File: config.mk
export PLATFORM = sky130hd
export DESIGN_NAME = midpoint_ellipse_rasterizer
export DESIGN_NICKNAME = d
export VERILOG_FILES = /design/src/hdl/mer_pkg.sv /design/src/hdl/midpoint_ellipse_rasterizer.sv /design/src/hdl/mer_datapath.sv /design/src/hdl/mer_controller.sv
export SDC_FILE = /design/constraint.sdc
export NUM_CORES = 2
export LEC_CHECK = 0
export ABC_AREA = 1
export BUFFER_PORTS_ARGS = -buffer_cell sky130_fd_sc_hd__buf_4
export CORE_MARGIN = 4
export CORE_UTILIZATION = 65
export CTS_CLUSTER_SIZE = 28
export DETAILED_ROUTE_END_ITERATION = 10
export PLACE_DENSITY = 0.82
export SETUP_SLACK_MARGIN = 0.15
export SYNTH_ARGS = -nofsm -noshare
export SYNTH_HDL_FRONTEND = slang
export SYNTH_SLANG_ARGS = --single-unit
File: constraint.sdc
create_clock -name clock -period 15.5 [get_ports clock]
set_clock_uncertainty 0.1 [all_clocks]
set_input_delay 3.1 -clock clock [delete_from_list [all_inputs] [get_ports clock]]
set_output_delay 3.1 -clock clock [all_outputs]
set_load 0.02 [all_outputs]
File: src/hdl/mer_pkg.sv
`timescale 1ns / 1ps
`default_nettype none
// ----------------------------------------------------------------------------
// mer_pkg
// Shared types and constants of the midpoint ellipse rasterizer: datapath
// micro-operations, the command and status bundles and sequence lengths.
// ----------------------------------------------------------------------------
package mer_pkg;

   // datapath micro-operations, one per cycle
   typedef enum logic [4:0] {
      OP_NONE,
      OP_START,       // load center, radii, axis swap
      OP_SQ_MAJ,      // major squared
      OP_SQ_MIN,      // minor squared
      OP_INIT_YG,     // major^2 * minor
      OP_INIT_DEC,    // initial region-1 decision
      OP_SW_TX,       // (2x+1)^2
      OP_SW_TY,       // (y-1)^2
      OP_SW_MI,       // minor^2 * (2x+1)^2
      OP_SW_MA,       // major^2 * (y-1)^2
      OP_SW_MM,       // major^2 * minor^2
      OP_SW_END,      // enter region 2
      OP_STEP,        // move x / y, latch points to plot
      OP_MUL_FIRST,
      OP_WB_FIRST,
      OP_MUL_SECOND,
      OP_WB_SECOND
   } mer_op_type;

   typedef struct packed {
      mer_op_type op;
      logic [1:0] idx;      // which of the four symmetric points is shown
   } mer_cmd_type;

   typedef struct packed {
      logic active;         // an ellipse is being drawn
      logic region2;
      logic grad_lt;        // x gradient below y gradient
      logic two;            // current iteration updates both axes
   } mer_status_type;

   localparam logic       KIND_START  = 1'b0;
   localparam logic [2:0] INIT_LAST   = 3'd3;
   localparam logic [2:0] SWITCH_LAST = 3'd5;
   localparam logic [1:0] EMIT_LAST   = 2'd3;

endpackage
`default_nettype wire

File: src/hdl/midpoint_ellipse_rasterizer.sv
`timescale 1ns / 1ps
`default_nettype none
// ----------------------------------------------------------------------------
// midpoint_ellipse_rasterizer
// Midpoint ellipse rasterizer stepped one iteration per item, with the
// decision variable held scaled by four in exact integer arithmetic.
// ----------------------------------------------------------------------------
//
//  channel | dir | tdata (low bit up)                          | tuser         | tlast
//  req_    | in  | first_x, first_y, second_x, second_y        | kind          | -
//  rsp_    | out | point_x, point_y                            | ellipse_done  | last_of_step
//
//  Sequence: a start item runs the start operation, then the setup steps (major squared,
//  minor squared, major^2 * minor, initial decision). A step item runs the step operation
//  and a multiply and write-back per moved axis, then shows the four points; the step
//  that enters region 2 first runs the region switch. A step with no ellipse active is
//  accepted and ignored. The sequence is set by the single shared multiplier, one product
//  a cycle. Reset is synchronous; no clearing pass. rsp_tready low holds the current
//  point and stretches the item by the stalled cycles.
//
module midpoint_ellipse_rasterizer
   import mer_pkg::*;
#(
   parameter int COORD_BITS = 11
) (
   input  wire logic                   clock,
   input  wire logic                   reset,
   input  wire logic                   req_tvalid,
   output logic                        req_tready,
   // first_x, first_y, second_x, second_y, zero pad
   input  wire logic [((4 * COORD_BITS + 7) / 8) * 8 - 1:0] req_tdata,
   // kind
   input  wire logic                   req_tuser,
   output logic                        rsp_tvalid,
   input  wire logic                   rsp_tready,
   // point_x, point_y, zero pad
   output logic [((2 * COORD_BITS + 7) / 8) * 8 - 1:0]      rsp_tdata,
   // ellipse_done
   output logic                        rsp_tuser,
   // last_of_step
   output logic                        rsp_tlast
);

   localparam int CB         = COORD_BITS;
   localparam int OUT_DATA_W = ((2 * COORD_BITS + 7) / 8) * 8;

   mer_cmd_type    cmd;
   mer_status_type status;
   logic [CB-1:0]  point_x, point_y;

   // sequencer: one micro-operation to the datapath per cycle
   mer_controller u_ctrl (
      .clock     (clock),
      .reset     (reset),
      .req_valid (req_tvalid),
      .req_kind  (req_tuser),
      .req_ready (req_tready),
      .rsp_valid (rsp_tvalid),
      .rsp_ready (rsp_tready),
      .rsp_last  (rsp_tlast),
      .status    (status),
      .cmd       (cmd)
   );

   // corner fields are only sampled on the start operation, which the
   // controller issues in the accept cycle
   mer_datapath #(
      .COORD_BITS (COORD_BITS)
   ) u_dp (
      .clock        (clock),
      .reset        (reset),
      .cmd          (cmd),
      .first_x      (req_tdata[CB-1:0]),
      .first_y      (req_tdata[2*CB-1:CB]),
      .second_x     (req_tdata[3*CB-1:2*CB]),
      .second_y     (req_tdata[4*CB-1:3*CB]),
      .status       (status),
      .point_x      (point_x),
      .point_y      (point_y),
      .ellipse_done (rsp_tuser)
   );

   assign rsp_tdata = OUT_DATA_W'({point_y, point_x});

endmodule
`default_nettype wire

File: src/hdl/mer_datapath.sv
`timescale 1ns / 1ps
`default_nettype none
// ----------------------------------------------------------------------------
// mer_datapath
// Ellipse state, one shared signed multiplier with a product register, and
// the point generator for the four symmetric points.
// ----------------------------------------------------------------------------
module mer_datapath
   import mer_pkg::*;
#(
   parameter int COORD_BITS = 11
) (
   input  wire logic                  clock,
   input  wire logic                  reset,
   input  wire mer_cmd_type           cmd,
   input  wire logic [COORD_BITS-1:0] first_x,
   input  wire logic [COORD_BITS-1:0] first_y,
   input  wire logic [COORD_BITS-1:0] second_x,
   input  wire logic [COORD_BITS-1:0] second_y,
   output mer_status_type             status,
   output logic [COORD_BITS-1:0]      point_x,
   output logic [COORD_BITS-1:0]      point_y,
   output logic                       ellipse_done
);

   localparam int CB     = COORD_BITS;
   localparam int RAD_W  = CB - 1;
   localparam int SQ_W   = 2 * CB - 2;
   localparam int T_W    = 2 * CB;
   localparam int MUL_W  = 2 * CB + 1;
   localparam int DEC_W  = 4 * CB - 4;
   localparam int GRAD_W = 3 * CB - 1;

   logic [CB-1:0]     cx_ff, cx_in, cy_ff, cy_in;
   logic [RAD_W-1:0]  major_ff, major_in, minor_ff, minor_in;
   logic              swapped_ff, swapped_in;
   logic [CB-1:0]     x_ff, x_in, y_ff, y_in;       // two's complement
   logic [SQ_W-1:0]   ma2_ff, ma2_in, mi2_ff, mi2_in;
   logic [DEC_W-1:0]  dec_ff, dec_in;               // decision times four
   logic [GRAD_W-1:0] xg_ff, xg_in, yg_ff, yg_in;
   logic              region2_ff, region2_in, active_ff, active_in;
   logic              two_ff, two_in, done_ff, done_in;
   logic [DEC_W-1:0]  prod_ff, prod_in;
   logic [T_W-1:0]    tsq_ff, tsq_in;
   logic [CB-1:0]     a_ff, a_in, b_ff, b_in;

   // start geometry
   logic [CB-1:0] diff_x, diff_y;
   logic [CB:0]   sum_x, sum_y;
   logic [RAD_W-1:0] rad_x, rad_y;

   assign diff_x = (first_x > second_x) ? first_x - second_x : second_x - first_x;
   assign diff_y = (first_y > second_y) ? first_y - second_y : second_y - first_y;
   assign sum_x  = {1'b0, first_x} + {1'b0, second_x};
   assign sum_y  = {1'b0, first_y} + {1'b0, second_y};
   assign rad_x  = diff_x[CB-1:1];
   assign rad_y  = diff_y[CB-1:1];

   // multiplier operands, extended to MUL_W: magnitudes with zeros, coordinates with their sign
   logic signed [MUL_W-1:0] major_ext, minor_ext, ma2_ext, mi2_ext, tsq_ext;
   logic signed [MUL_W-1:0] x_ext, y_ext, tx_ext, ty_ext;
   logic        [CB:0]      ty;
   logic signed [MUL_W-1:0] mul_a, mul_b;
   logic signed [2*MUL_W-1:0] mul_full;

   assign ty        = {y_ff[CB-1], y_ff} - (CB + 1)'(1);
   assign major_ext = {{(MUL_W - RAD_W){1'b0}}, major_ff};
   assign minor_ext = {{(MUL_W - RAD_W){1'b0}}, minor_ff};
   assign ma2_ext   = {{(MUL_W - SQ_W){1'b0}}, ma2_ff};
   assign mi2_ext   = {{(MUL_W - SQ_W){1'b0}}, mi2_ff};
   assign tsq_ext   = {{(MUL_W - T_W){1'b0}}, tsq_ff};
   assign x_ext     = {{(MUL_W - CB){x_ff[CB-1]}}, x_ff};
   assign y_ext     = {{(MUL_W - CB){y_ff[CB-1]}}, y_ff};
   assign tx_ext    = {{(MUL_W - CB - 1){x_ff[CB-1]}}, x_ff, 1'b1};
   assign ty_ext    = {{(MUL_W - CB - 1){ty[CB]}}, ty};
   assign mul_full  = mul_a * mul_b;

   // scaled terms
   logic [DEC_W-1:0]  mi2_x4, ma2_x4, ma2_x1, prod_x4, prod_x8;
   logic [GRAD_W-1:0] prod_x2;
   logic              dec_neg, dec_pos;

   assign mi2_x4  = {{(DEC_W - SQ_W - 2){1'b0}}, mi2_ff, 2'b00};
   assign ma2_x4  = {{(DEC_W - SQ_W - 2){1'b0}}, ma2_ff, 2'b00};
   assign ma2_x1  = {{(DEC_W - SQ_W){1'b0}}, ma2_ff};
   assign prod_x4 = {prod_ff[DEC_W-3:0], 2'b00};
   assign prod_x8 = {prod_ff[DEC_W-4:0], 3'b000};
   assign prod_x2 = {prod_ff[GRAD_W-2:0], 1'b0};
   assign dec_neg = dec_ff[DEC_W-1];
   assign dec_pos = !dec_neg && (dec_ff != '0);

   always_comb begin
      cx_in = cx_ff;   cy_in = cy_ff;
      major_in = major_ff;   minor_in = minor_ff;   swapped_in = swapped_ff;
      x_in = x_ff;   y_in = y_ff;
      ma2_in = ma2_ff;   mi2_in = mi2_ff;
      dec_in = dec_ff;   xg_in = xg_ff;   yg_in = yg_ff;
      region2_in = region2_ff;   active_in = active_ff;
      two_in = two_ff;   done_in = done_ff;
      prod_in = prod_ff;   tsq_in = tsq_ff;
      a_in = a_ff;   b_in = b_ff;
      mul_a = major_ext;
      mul_b = major_ext;

      unique case (cmd.op) inside
         OP_NONE: begin
         end
         OP_START: begin
            cx_in      = sum_x[CB:1];
            cy_in      = sum_y[CB:1];
            swapped_in = rad_y > rad_x;
            major_in   = (rad_y > rad_x) ? rad_y : rad_x;
            minor_in   = (rad_y > rad_x) ? rad_x : rad_y;
            x_in       = '0;
            y_in       = {1'b0, ((rad_y > rad_x) ? rad_x : rad_y)};
            xg_in      = '0;
            region2_in = 1'b0;
            active_in  = 1'b1;
         end
         OP_SQ_MAJ: begin
            prod_in = mul_full[DEC_W-1:0];
         end
         OP_SQ_MIN: begin
            ma2_in  = prod_ff[SQ_W-1:0];
            mul_a   = minor_ext;
            mul_b   = minor_ext;
            prod_in = mul_full[DEC_W-1:0];
         end
         OP_INIT_YG: begin
            mi2_in  = prod_ff[SQ_W-1:0];
            mul_a   = ma2_ext;
            mul_b   = minor_ext;
            prod_in = mul_full[DEC_W-1:0];
         end
         OP_INIT_DEC: begin
            yg_in  = prod_x2;
            dec_in = mi2_x4 + ma2_x1 - prod_x4;
         end
         OP_SW_TX: begin
            mul_a   = tx_ext;
            mul_b   = tx_ext;
            prod_in = mul_full[DEC_W-1:0];
         end
         OP_SW_TY: begin
            tsq_in  = prod_ff[T_W-1:0];
            mul_a   = ty_ext;
            mul_b   = ty_ext;
            prod_in = mul_full[DEC_W-1:0];
         end
         OP_SW_MI: begin
            tsq_in  = prod_ff[T_W-1:0];
            mul_a   = mi2_ext;
            mul_b   = tsq_ext;
            prod_in = mul_full[DEC_W-1:0];
         end
         OP_SW_MA: begin
            dec_in  = prod_ff;
            mul_a   = ma2_ext;
            mul_b   = tsq_ext;
            prod_in = mul_full[DEC_W-1:0];
         end
         OP_SW_MM: begin
            dec_in  = dec_ff + prod_x4;
            mul_a   = ma2_ext;
            mul_b   = mi2_ext;
            prod_in = mul_full[DEC_W-1:0];
         end
         OP_SW_END: begin
            dec_in     = dec_ff - prod_x4;
            region2_in = 1'b1;
         end
         OP_STEP: begin
            a_in = swapped_ff ? y_ff : x_ff;
            b_in = swapped_ff ? x_ff : y_ff;
            if (!region2_ff) begin
               x_in    = x_ff + CB'(1);
               two_in  = !dec_neg;
               if (!dec_neg) y_in = y_ff - CB'(1);
               dec_in  = dec_ff + mi2_x4;
               done_in = 1'b0;
            end else begin
               y_in    = y_ff - CB'(1);
               two_in  = !dec_pos;
               if (!dec_pos) x_in = x_ff + CB'(1);
               dec_in  = dec_ff + ma2_x4;
               done_in = (y_ff == '0);
               if (y_ff == '0) active_in = 1'b0;
            end
         end
         OP_MUL_FIRST, OP_MUL_SECOND: begin
            // region 1 moves x first, region 2 moves y first
            if (region2_ff == (cmd.op == OP_MUL_FIRST)) begin
               mul_a = ma2_ext;
               mul_b = y_ext;
            end else begin
               mul_a = mi2_ext;
               mul_b = x_ext;
            end
            prod_in = mul_full[DEC_W-1:0];
         end
         OP_WB_FIRST, OP_WB_SECOND: begin
            if (region2_ff == (cmd.op == OP_WB_FIRST)) begin
               yg_in  = prod_x2;
               dec_in = dec_ff - prod_x8;
            end else begin
               xg_in  = prod_x2;
               dec_in = dec_ff + prod_x8;
            end
         end
         default: begin
         end
      endcase
   end

   always_ff @(posedge clock) begin
      if (reset) begin
         active_ff  <= 1'b0;
         region2_ff <= 1'b0;
      end else begin
         active_ff  <= active_in;
         region2_ff <= region2_in;
      end
      cx_ff      <= cx_in;
      cy_ff      <= cy_in;
      major_ff   <= major_in;
      minor_ff   <= minor_in;
      swapped_ff <= swapped_in;
      x_ff       <= x_in;
      y_ff       <= y_in;
      ma2_ff     <= ma2_in;
      mi2_ff     <= mi2_in;
      dec_ff     <= dec_in;
      xg_ff      <= xg_in;
      yg_ff      <= yg_in;
      two_ff     <= two_in;
      done_ff    <= done_in;
      prod_ff    <= prod_in;
      tsq_ff     <= tsq_in;
      a_ff       <= a_in;
      b_ff       <= b_in;
   end

   assign status.active  = active_ff;
   assign status.region2 = region2_ff;
   assign status.grad_lt = $signed(xg_ff) < $signed(yg_ff);
   assign status.two     = two_ff;

   // idx bit 1 negates a, bit 0 negates b
   assign point_x      = cmd.idx[1] ? cx_ff - a_ff : cx_ff + a_ff;
   assign point_y      = cmd.idx[0] ? cy_ff - b_ff : cy_ff + b_ff;
   assign ellipse_done = done_ff && (cmd.idx == EMIT_LAST);

endmodule
`default_nettype wire

File: src/hdl/mer_controller.sv
`timescale 1ns / 1ps
`default_nettype none
// ----------------------------------------------------------------------------
// mer_controller
// Sequencer: accepts items, walks the datapath through setup, region switch
// and one iteration, then presents the four points.
// ----------------------------------------------------------------------------
module mer_controller
   import mer_pkg::*;
(
   input  wire logic           clock,
   input  wire logic           reset,
   input  wire logic           req_valid,
   input  wire logic           req_kind,
   output logic                req_ready,
   output logic                rsp_valid,
   input  wire logic           rsp_ready,
   output logic                rsp_last,
   input  wire mer_status_type status,
   output mer_cmd_type         cmd
);

   typedef enum logic [8:0] {
      ST_IDLE   = 9'b000000001,
      ST_INIT   = 9'b000000010,
      ST_SWITCH = 9'b000000100,
      ST_STEP   = 9'b000001000,
      ST_MUL1   = 9'b000010000,
      ST_WB1    = 9'b000100000,
      ST_MUL2   = 9'b001000000,
      ST_WB2    = 9'b010000000,
      ST_EMIT   = 9'b100000000
   } mer_state_type;

   mer_state_type state_ff, state_in;
   logic [2:0]    cnt_ff, cnt_in;

   always_comb begin
      state_in = state_ff;
      cnt_in   = cnt_ff;
      cmd.op   = OP_NONE;
      cmd.idx  = cnt_ff[1:0];

      unique case (state_ff)
         ST_IDLE: begin
            if (req_valid) begin
               if (req_kind == KIND_START) begin
                  cmd.op   = OP_START;
                  state_in = ST_INIT;
                  cnt_in   = '0;
               end else if (status.active) begin
                  if (!status.region2 && !status.grad_lt) begin
                     state_in = ST_SWITCH;
                     cnt_in   = '0;
                  end else begin
                     state_in = ST_STEP;
                  end
               end
            end
         end
         ST_INIT: begin
            case (cnt_ff)
               3'd0:    cmd.op = OP_SQ_MAJ;
               3'd1:    cmd.op = OP_SQ_MIN;
               3'd2:    cmd.op = OP_INIT_YG;
               default: cmd.op = OP_INIT_DEC;
            endcase
            if (cnt_ff == INIT_LAST) state_in = ST_IDLE;
            else cnt_in = cnt_ff + 3'd1;
         end
         ST_SWITCH: begin
            case (cnt_ff)
               3'd0:    cmd.op = OP_SW_TX;
               3'd1:    cmd.op = OP_SW_TY;
               3'd2:    cmd.op = OP_SW_MI;
               3'd3:    cmd.op = OP_SW_MA;
               3'd4:    cmd.op = OP_SW_MM;
               default: cmd.op = OP_SW_END;
            endcase
            if (cnt_ff == SWITCH_LAST) state_in = ST_STEP;
            else cnt_in = cnt_ff + 3'd1;
         end
         ST_STEP: begin
            cmd.op   = OP_STEP;
            state_in = ST_MUL1;
         end
         ST_MUL1: begin
            cmd.op   = OP_MUL_FIRST;
            state_in = ST_WB1;
         end
         ST_WB1: begin
            cmd.op   = OP_WB_FIRST;
            cnt_in   = '0;
            state_in = status.two ? ST_MUL2 : ST_EMIT;
         end
         ST_MUL2: begin
            cmd.op   = OP_MUL_SECOND;
            state_in = ST_WB2;
         end
         ST_WB2: begin
            cmd.op   = OP_WB_SECOND;
            cnt_in   = '0;
            state_in = ST_EMIT;
         end
         ST_EMIT: begin
            if (rsp_ready) begin
               if (cnt_ff[1:0] == EMIT_LAST) state_in = ST_IDLE;
               else cnt_in = cnt_ff + 3'd1;
            end
         end
         default: begin
            state_in = ST_IDLE;
         end
      endcase
   end

   always_ff @(posedge clock) begin
      if (reset) begin
         state_ff <= ST_IDLE;
         cnt_ff   <= '0;
      end else begin
         state_ff <= state_in;
         cnt_ff   <= cnt_in;
      end
   end

   assign req_ready = (state_ff == ST_IDLE);
   assign rsp_valid = (state_ff == ST_EMIT);
   assign rsp_last  = (state_ff == ST_EMIT) && (cnt_ff[1:0] == EMIT_LAST);

   // input and output sides never open together
   a_exclusive: assert property (@(posedge clock) disable iff (reset)
      !(req_ready && rsp_valid))
      else $error("input accepted while points are pending");

   // no item shows a point in the cycle right after it is accepted
   a_no_early_point: assert property (@(posedge clock) disable iff (reset)
      (req_valid && req_ready) |=> !rsp_valid)
      else $error("point shown too early");

   // last point of an iteration hands back to idle
   a_last_to_idle: assert property (@(posedge clock) disable iff (reset)
      (rsp_valid && rsp_ready && rsp_last) |=> req_ready)
      else $error("not idle after last point");

   a_init_count: assert property (@(posedge clock) disable iff (reset)
      (state_ff == ST_INIT) |-> (cnt_ff <= INIT_LAST))
      else $error("setup count out of range");

endmodule
`default_nettype wire

; ---- After elaboration in Yosys (flattened, before gate mapping)
; Cells that the tools add are included.
[word_totals]
regBits = 309
latch_bits = 0
ramBits = 0
mem_bits_ro = 0
input_bits = 53
word_cells = 184
n_memories = 0
[classes]
n_addsub = 22
mul = 1
n_div = 0
order_cmp = 4
eq_ne = 49
shift = 0
n_mux = 54
bitwise = 0
reduce_logical = 32
[op_table]
columns = op, count
row1 = 23-bit case mux with 6 select lines, 2
row2 = 40-bit case mux with 6 select lines, 1
row3 = 32-bit case mux with 2 select lines, 2
row4 = 40-bit subtractor, 3
row5 = 11-bit 2-to-1 mux, 10
row6 = 9-bit case mux with 9 select lines, 1
row7 = 40-bit by 22-bit adder with 40-bit output, 2
row8 = 40-bit adder, 2
row9 = 40-bit 2-to-1 mux, 2
row10 = 9-bit 2-to-1 mux, 8
row11 = 11-bit subtractor, 6
row12 = 32-bit 2-to-1 mux, 2
row13 = 11-bit case mux with 2 select lines, 2
row14 = "5-bit by 4-bit equality test with 1-bit output, second input constant", 8
row15 = 23-bit by 23-bit multiplier with 40-bit output, 1
row16 = 5-bit case mux with 8 select lines, 1
row17 = 40-bit nonzero test, 1
row18 = 32-bit < comparator, 1
row19 = 11-bit by 11-bit adder with 12-bit output, 2
row20 = 3-bit 2-to-1 mux, 8
row21 = 22-bit by 20-bit adder with 23-bit output, 1
row22 = 23-bit 2-to-1 mux, 1
row23 = 11-bit adder, 2
row24 = 11-bit greater-than comparator, 2
row25 = 50 further kinds, 91

; ---- Longest topological paths before layout
[logic_depth]
ltp_word = 8
depth_mapped = 50

; ---- Cells and area by module
; A second synthesis with hierarchy kept.
[hier_totals]
hier_cells = 5943
area_unflattened_um2 = 45528.7
[by_module_without_submodules]
columns = mod, instances, cells_per_inst, area_per_inst_um2
row1 = mer_datapath, 1, 5760, 44403.8
row2 = mer_controller, 1, 180, 1106.1
row3 = midpoint_ellipse_rasterizer, 1, 3, 18.8

; ---- Worst setup path before layout
; Ideal clock, no wire load.
[synth_path]
path_kind = input-to-reg
from = input req_tuser
to = register u_dp.prod_ff[33] (data pin)
arrival_ps = 10861
required_time_ps = 15135
path_slack_ps = 4274
path_stages = 40
path_cell_list = inv_1 nand3_2 nand3_4 nand2_1 nor2_4 inv_2 nand2_1 nor4_4 nand2_2 inv_4 nand2_2 nand2_1 buf_2 nand2_1 fa_1 inv_1 fa_1 inv_1 [... 4 more ...] fa_1 inv_1 fa_1 inv_1 fa_1 inv_1 ha_1 nand2_1 o21ai_0 a21oi_1 o21ai_0 a21oi_1 inv_1 nand2_1 nand2_1 a21boi_0 o21ai_0 xor2_1
[synth_between]
elab_chain_cells = 8
[synth_rtl]
columns = item, line_no
row1 = from (decl), midpoint_ellipse_rasterizer.sv:33  ; input wire logic req_tuser,
row2 = 1-bit 2-to-1 mux *, mer_controller.sv:47  ; if (req_kind == KIND_START) begin
row3 = 5-bit 2-to-1 mux *, mer_controller.sv:46  ; if (req_valid) begin
row4 = 5-bit case mux with 8 select lines *, mer_controller.sv:44  ; unique case (state_ff)
row5 = 5-bit by 4-bit equality test with 1-bit output, mer_datapath.sv:192  ; if (region2_ff == (cmd.op == OP_MUL_FIRST)) begin
row6 = 1-bit equality test, mer_datapath.sv:192
row7 = 20-bit 2-to-1 mux / 23-bit 2-to-1 mux (equally long branches), mer_datapath.sv:192
row8 = 23-bit case mux with 6 select lines, mer_datapath.sv:105  ; unique case (cmd.op) inside
row9 = 23-bit by 23-bit multiplier with 40-bit output *, mer_datapath.sv:76  ; assign mul_full = mul_a * mul_b;
row10 = named net u_dp.mul_full[33], mer_datapath.sv:64  ; logic signed [2*MUL_W-1:0] mul_full;
row11 = to (signal assigned), mer_datapath.sv:237  ; prod_ff <= prod_in;
row12 = to (decl), mer_datapath.sv:43  ; logic [DEC_W-1:0] prod_ff, prod_in;
; The timed path passes the listed nets; every way through them passes the cells marked *.
; A chain may end at the register's enable or synchronous reset.

; ---- Worst setup path after layout
[layout_path]
from = input req_tuser
to = register u_dp.prod_ff[39] (data pin)
; Same word-level chain as after synthesis.

==> results.yml <==
sta:
  min_period_ns: 13.22
  finalCritPeriodShare_pct: 85.3
  drv_slew: 0
  fmax_ghz: 0.0756
  rsz0062_at_grt: "no"
  final-setup-viol-count: 0
  tns_ns: 0
  tightest_slew_ns: 1.39
  finalHoldViolations: 0
  max_slew_margin_pct: 6.47
  setup_ws_ns: 2.28
final_layout:
  fill_cells: 5458
  layout.nets: 6604
  drive_above_1_share_pct: 5.66
  final_area_um2: 47300
  syn2layout_area_growth_pct: 5.70
grt:
  grt_pass1_wl_um: 232000
  antenna_found_initial: 5
  grt_pass1_vias: 40300
  track_usage_pct: 41.2
  grt_max_degree: 72
  overflow: 0
clock_network:
  path_clk_slew_ns: 0.07
  insertion_delay_ns: 0.60
  post-cts-setup-buffers: 0
  cts_root_buf: "clkbuf_16"
  hold_buffers: 0
  tritoncts: "yes"
  clock-sinks: 307
  ctsResizeCount: 0
  cts_max_level: 2
  clk_path_buf_depth: 3
  numCtsBuffers: 36
yosys:
  avgSynthCellArea_um2: 7.89
  synthesis.area_um2: 44700
  synth_edf_count: 293
  synth_top_cell_area_share_pct: 22.1
  synth_flop_cell: "edfxtp_1"
  ys.warnings.count: 0
  async_flop_share_pct: 0
  ys_ff_latch: 307
  synthTopCellsByArea: "fa_1 22%, edfxtp_1 20%, ha_1 10%"
  synth.largest_area_cell: "fa_1"
  synth_cell_types: 75
  syn_inst: 5669
  ys_seq_area_share_pct: 20.3
routing:
  wl_per_cell_um: 23.0
  drtIter0Drc: 5018
  firstDrtPassIters: 9
  ant_nets: 0
  drcViolationCount: 0
  wl_um: 152000
  detail_route.vias_per_cell: 6.16
  vias: 40600
die:
  core-area_um2: 67800
  die_h_um: 270
  initial_core_util_pct: 66.0
  die_w_um: 270
  dieArea_um2: 73100
  ios: 81
  fp-row-count: 95
placement:
  globalplace.congestion: 1.10
  place_ws_ns: 2.03
  port_buffers: 74
  post-dp-hpwl_um: 121000
  place_area_um2: 46100
outcome:
  outcome: "finished clean"
pwr:
  report.power.total_uw: 7170
  vdd_ir_drop_max_mv: 0.473
  p_leak_uw: 0.0229
  power_density_nw_per_um2: 152
setup_path:
  worstPathArrival_ns: 13.41
  worstSetupStartpoint: "req_tuser"
  cp.required_ns: 15.68
  r2r_cells: 36
  crit_fanout: 25
  start_kind: "input pin"
  cpMaxStageDelayCell: "a2111oi_0"
  reg2reg_from: "u_ctrl.cnt_ff[1]$_SDFFE_PP0P_"
  slowest_delay_ns: 0.86
  critPathKind: "in -> reg"
  end_kind: "flip-flop"
job:
  drv_cap: 0
hold_path:
  min_path_type: "reg -> reg"
  holdCritStartpoint: "u_dp.active_ff$_SDFFE_PP0P_"
  hold_depth: 2
## synth_stat cells (11+ instances only)
cell type,number
inv_2,28
o21ai_2,13
nand2_2,14
buf_2,49
o2111ai_1,18
xor2_1,189
dfxtp_1,14
ha_1,364
o211ai_1,12
nor3_1,43
o221ai_1,18
nor2_1,545
o22ai_1,50
nor4_1,32
xnor2_1,72
a22oi_1,14
o31ai_1,12
a31oi_1,30
a221oi_1,16
a21boi_0,11
nand4_1,68
nand2_1,1075
and2_1,11
nand3_1,144
or2_2,29
inv_1,1119
a21oi_1,359
fa_1,494
nor2_2,13
clkbuf_1,67
edfxtp_1,293
clkinv_1,23
o21bai_1,21
o21ai_0,270
a21o_1,14
## layer usage
layer	wire length [um]	track usage, %	vias up
met3	18400	11.0	729
met1	53300	50.0	19200
met5	33	0	-
met4	13200	26.8	6
met2	66700	65.2	2590
li1	-	-	18200
## layout make-up
type                            instances  area, um2  share of cell area, %
Multi-Input combinational cell       4056      30700                   64.8
Timing Repair Buffer                  120        901                   1.90
Clock buffer                           43        948                   2.01
Inverter                             1172       4400                   9.31
Clock inverter                         23        204                  0.431
Tap cell                              873       1090                   2.31
Sequential cell                       307       9080                   19.2
Antenna cell                            2       5.00                 0.0106
## where the power goes
part | total, uW | switching (uW) | internal, uW
clock | 855 | 379 | 477
combinational | 4960 | 3210 | 1750
sequential | 1360 | 133 | 1230
total | 7170 | 3720 | 3450
## metrics by stage
step / std cells / hold WS, ns / util (%)
2_1_floorplan: 5670 / 0.354 / -
3_3_place_gp: 6528 / 0.367 / 68.1
3_5_place_dp: 6528 / 0.376 / 68.1
4_1_cts: 6594 / 0.385 / 69.8
5_1_grt: 6594 / 0.438 / 69.8
6_report: 6596 / 0.385 / 69.8
## cell families after synthesis
family,share of synthesized area (%)
AO/OA/AOI/OAI,11.8
XOR/XNOR,5.11
buffers and inverters,11.3
adder cells (fa/ha/maj),32.3
AND/OR/NAND/NOR,19.3
other,0.00838
multiplexers,0.0224
flip-flops,20.3
## cells in the final DEF, fill, tap and decap left out, types with 11 or more instances in the layout
master     count
a21boi_0      11
a21o_1        14
a21oi_1      358
a221oi_1      16
a22oi_1       14
a31oi_1       30
and2_1        11
buf_4        120
clkbuf_16     37
clkinv_1      30
clkinv_2      11
dfxtp_1       14
edfxtp_1     293
fa_1         494
ha_1         364
inv_1       1118
inv_2         28
nand2_1     1073
nand2_2       16
nand3_1      144
nand4_1       68
nor2_1       543
nor2_2        14
nor3_1        43
nor4_1        32
o2111ai_1     18
o211ai_1      12
o21ai_0      269
o21ai_2       14
o21bai_1      21
o221ai_1      18
o22ai_1       50
o31ai_1       12
or2_2         29
xnor2_1       72
xor2_1       189
## state kept, by name, summed over array words and instances, names as in the netlist, 3 cells and up
register         flops
u_ctrl.cnt_ff        3
u_ctrl.state_ff      9
u_dp.a_ff           11
u_dp.b_ff           11
u_dp.cx_ff          11
u_dp.cy_ff          11
u_dp.dec_ff         40
u_dp.ma2_ff         20
u_dp.major_ff       10
u_dp.mi2_ff         20
u_dp.minor_ff       10
u_dp.prod_ff        40
u_dp.tsq_ff         22
u_dp.x_ff           11
u_dp.xg_ff          31
u_dp.y_ff           11
u_dp.yg_ff          31
## final timing paths
| check | endpoint | slack (ns) |
|---|---|---|
| worst min register to register | u_dp.active_ff$_SDFFE_PP0P_ | 0.38 |
| worst max-delay path | u_dp.prod_ff[39]$_DFFE_PP_ | 2.28 |
| worst min-delay path | u_dp.active_ff$_SDFFE_PP0P_ | 0.38 |
| worst max register to register | u_dp.prod_ff[39]$_DFFE_PP_ | 3.09 |
## critical path: cells and delay by family
kind / cells / cell delay, ns
compound gates: 3 / 1.05
buf+inv: 9 / 1.44
simple gates: 13 / 3.46
fa+ha+maj: 8 / 4.29
No activity file was read; power rests on OpenSTA's default activity.
